[config.mk]
export PLATFORM = sky130hd
export DESIGN_NAME = cpt_mul
export DESIGN_NICKNAME = d
export VERILOG_FILES = /design/src/design/cpt_pkg.sv /design/src/design/cpt_mul.sv
export SDC_FILE = /design/constraint.sdc
export NUM_CORES = 2
export LEC_CHECK = 0
export ABC_AREA = 1
export ABC_CLOCK_PERIOD_IN_PS = 7520
export BUFFER_PORTS_ARGS = -buffer_cell sky130_fd_sc_hd__buf_4
export CORE_MARGIN = 2
export CORE_UTILIZATION = 60
export CTS_CLUSTER_DIAMETER = 150
export DETAILED_ROUTE_END_ITERATION = 12
export PLACE_DENSITY = 0.8
export SLEW_MARGIN = 0
export SYNTH_ARGS = -nofsm -noshare
export SYNTH_HDL_FRONTEND = slang
export SYNTH_SLANG_ARGS = --single-unit
[constraint.sdc]
create_clock -name aclk -period 7.52 [get_ports aclk]
set_clock_uncertainty 0.05 [all_clocks]
set_input_delay 1.504 -clock aclk [delete_from_list [all_inputs] [get_ports aclk]]
set_output_delay 1.504 -clock aclk [all_outputs]
set_load 0.01 [all_outputs]
[src/design/cpt_pkg.sv]
`timescale 1ns / 1ps

package cpt_pkg;

    // Quotient bits below the saturation point of the rounded offset
    localparam int QUO_BITS = 62;

    // Digit width of the digit-per-stage multipliers
    localparam int DIG_BITS = 17;

    typedef enum logic [1:0] {
        RGN_FACE   = 2'd0,
        RGN_EDGE   = 2'd1,
        RGN_VERTEX = 2'd2,
        RGN_NONE   = 2'd3
    } region_t;

endpackage

[src/design/cpt_mul.sv]
`timescale 1ns / 1ps

module cpt_mul import cpt_pkg::*; #(
    parameter int AW = 32,
    parameter int BW = 32
) (
    input  logic                 aclk,
    input  logic                 en,
    input  logic signed [AW-1:0] a,
    input  logic signed [BW-1:0] b,
    output logic signed [AW+BW-1:0] p
);

    localparam int NDIG = (BW + DIG_BITS - 1) / DIG_BITS;
    localparam int BPW  = NDIG * DIG_BITS;
    localparam int PW   = AW + BW;

    logic signed [AW-1:0] a_reg   [NDIG];
    logic [BPW-1:0]       b_reg   [NDIG];
    logic signed [PW-1:0] acc_reg [NDIG];

    // One digit of b per stage; the top digit carries the sign
    for (genvar j = 0; j < NDIG; j++) begin : g_dig
        logic signed [AW-1:0]         a_in;
        logic [BPW-1:0]               b_in;
        logic signed [PW-1:0]         acc_in;
        logic signed [AW+DIG_BITS:0]  pp;
        logic signed [PW-1:0]         acc_next;

        if (j == 0) begin : g_first
            assign a_in   = a;
            assign b_in   = BPW'(b);
            assign acc_in = '0;
        end else begin : g_next
            assign a_in   = a_reg[j-1];
            assign b_in   = b_reg[j-1];
            assign acc_in = acc_reg[j-1];
        end

        always_comb begin
            if (j == NDIG - 1) begin
                pp = a_in * $signed(b_in[j*DIG_BITS +: DIG_BITS]);
            end else begin
                pp = a_in * $signed({1'b0, b_in[j*DIG_BITS +: DIG_BITS]});
            end
            acc_next = acc_in + (PW'(pp) <<< (j * DIG_BITS));
        end

        always_ff @(posedge aclk) begin
            if (en) begin
                a_reg[j]   <= a_in;
                b_reg[j]   <= b_in;
                acc_reg[j] <= acc_next;
            end
        end
    end

    assign p = acc_reg[NDIG-1];

endmodule

==> flow_summary.toml <==
[floorplan]
die_w_um = 286
dieArea_sq_mm = 0.0820
start_util = 0.605
core_sq_mm = 0.0790
io_pins = 130
fp.dieH_um = 286
row_count = 103

[sta]
maxSlewViolCount = 0
fin_crit_ns = 7.49
clock.fmax_ghz = 0.134
slew_headroom = 0.302
rsz0062_at_grt = "true"
setup_viol = 0
min_period_over_period = 0.996
final_hold_viol_count = 0
worst_pin_slew_ns = 1.05

[grt]
grt_max_degree = 90
grt_pass1_vias = 43800
antenna_found_initial = 7
grt_pass1_wl_um = 229000
grtUsageTotal = 0.366
grt_remaining_overflow = 0

[worst_setup_path]
r2r_setup_slack_ns = 0.03
cp-end-kind = "flop"
r2r-end = "acc_reg[0][121]"
crit_required_ns = 7.75
crit_buf_inv = 13
crit_arrival_ns = 7.72
timing_worst_setup_path_type = "flop to flop"
r2r_start = "b_reg[0][22]"
reg2regPathDepth = 37
crit_family = "adder cells"
cpMaxStageDelayCell = "fa_2"
cp_max_fo = 11
cpPeakStageDelay_ns = 0.56
timing.critical_path.mode_cell = "inv_1"
start_kind = "flop"

[clock_network]
cts_tree = "yes"
cts_sinks = 161
cts-root-buf = "clkbuf_16"
clk_latency_ns = 0.52
numCtsBuffers = 17
clk_path_buf_depth = 2
clk_pin_slew_ns = 0.08
ctsHtreeMaxLevel = 4

[synth]
synth_top_area_share = 0.430
synth_cell_types = 44
synthTopCellsByArea = "fa_1 (43%), inv_1 (14%), nand2_1 (12%), edfxtp_1 (10%), ha_1 (7.3%)"
synth_top_area_cell = "fa_1"
synth_cells = 5987
yosys.cell_count.top_type = "inv_1"
ys_seq_area_frac = 0.101
synth_edf_count = 161
synthTopCellsByCount = "inv_1 (1,767), nand2_1 (1,487), fa_1 (1,027)"
ys_warn_count = 0
syn_nets = 7360
synth-main-ff-cell = "edfxtp_1"
avgSynthCellArea_sq_um = 7.99
async_flop_share = 0
synth-seq-cells = 161
syn_area_sq_mm = 0.0478

[cells_and_area]
area_delta_synth_final_pct = 13.8
fillers = 6281
layout-drive-gt1-share = 0.140
largest_reg_flops = 114
fin_nets = 7694
stdcell_count = 7386
finish.utilization = 0.689

[routing]
vias = 39900
routed_wirelength_um = 145000
drt_iter0_markers = 3279
firstDrtPassIters = 6
post-route-drc-count = 0
routed_via_density = 5.41
wire_per_inst_um = 19.6
drtAntennaViolNets = 0

[place]
placedCellCount = 7313
place_congestion = 1.07
dp_hpwl_um = 121000
port_buffers = 129

[worst_hold_path]
min_path_type = "flop to flop"
min-delay-start = "acc_reg[0][14]"
min_path_cells = 0
hold-path-endpoint = "acc_reg[0][78]"

[outcome]
status = "complete, no violations"

[job]
cap_viol_max_count = 0
==> layout by cell type, fill, tap and decap left out, drive strengths merged, types with 6 or more instances in the layout <==
master,instances
nand3,124
inv,1777
clkinv,6
nor3,24
o21a,7
o21bai,28
o21ai,86
nor2,308
clkbuf,20
nor4,9
nand2,1492
and3,6
edfxtp,161
xnor2,44
a21o,26
buf,593
nand4,10
ha,280
xor2,84
fa,1027
a31oi,18
a21oi,172
or2,14
==> worst max-delay path by stage <==
stage                            start               to  slack (ns)  cells past startpoint
final                     b_reg[0][22]  acc_reg[0][121]        0.03                     37
after global routing      b_reg[0][22]  acc_reg[0][127]       -0.23                     44
after CTS                 b_reg[0][19]  acc_reg[0][121]       0.002                     33
after detailed placement  a_reg[0][12]  acc_reg[0][120]       -0.37                     29
after global placement     a_reg[0][7]  acc_reg[0][121]       -0.37                     33
after floorplan                  a[31]   acc_reg[0][42]        0.46                     20
==> logic make-up after synthesis <==
logic type / count (synthesis) / synth area share
buf+inv: 2050 / 0.166
simple gates: 1989 / 0.164
fa+ha+maj: 1307 / 0.503
compound gates: 352 / 0.0422
flops: 161 / 0.101
xor+xnor: 128 / 0.0234
==> layout make-up <==
class / instances / area [sq um] / area share
clock buffer: 18 / 429 / 0.00789
antenna: 2 / 5.00 / 0.0000920
multi-input combinational: 3776 / 36200 / 0.665
sequential: 161 / 4830 / 0.0889
tap: 1050 / 1310 / 0.0241
timing repair buffer: 595 / 4870 / 0.0895
inverter: 1770 / 6640 / 0.122
clock inverter: 14 / 148 / 0.00271
==> routing by layer <==
metal	up-vias	wire, um	part of all wire	global-route usage
met2	1985	71300	0.49	0.639
met4	2	9270	0.064	0.195
li1	17700	-	-	-
met3	602	12400	0.086	0.0645
met1	19700	51700	0.36	0.432
met5	-	15	0.00010	0
==> repair_timing <==
action                     4_1_cts  5_1_grt
resized for setup               56      218
setup endpoints to repair       24       30
pin swaps                       21       58
gates cloned                     1        2
hold buffers                     0        0
setup buffers                   16       20
==> per-stage QoR <==
stage | setup TNS [ns] | hold WS [ns] | cell area (sq um) | setup WS, ns
6_report | 0 | 0.371 | 54400 | 0.0334
5_1_grt | -2.04 | 0.381 | 54400 | -0.228
4_1_cts | 0 | 0.373 | 53300 | 0.00198
3_5_place_dp | -3.65 | 0.356 | 52300 | -0.368
3_3_place_gp | -3.32 | 0.354 | 52300 | -0.374
2_1_floorplan | 0 | 0.350 | 47800 | 0.459
Power is not shown: default switching activity piles up to over one toggle a cycle in this logic, so the estimate is an artifact.
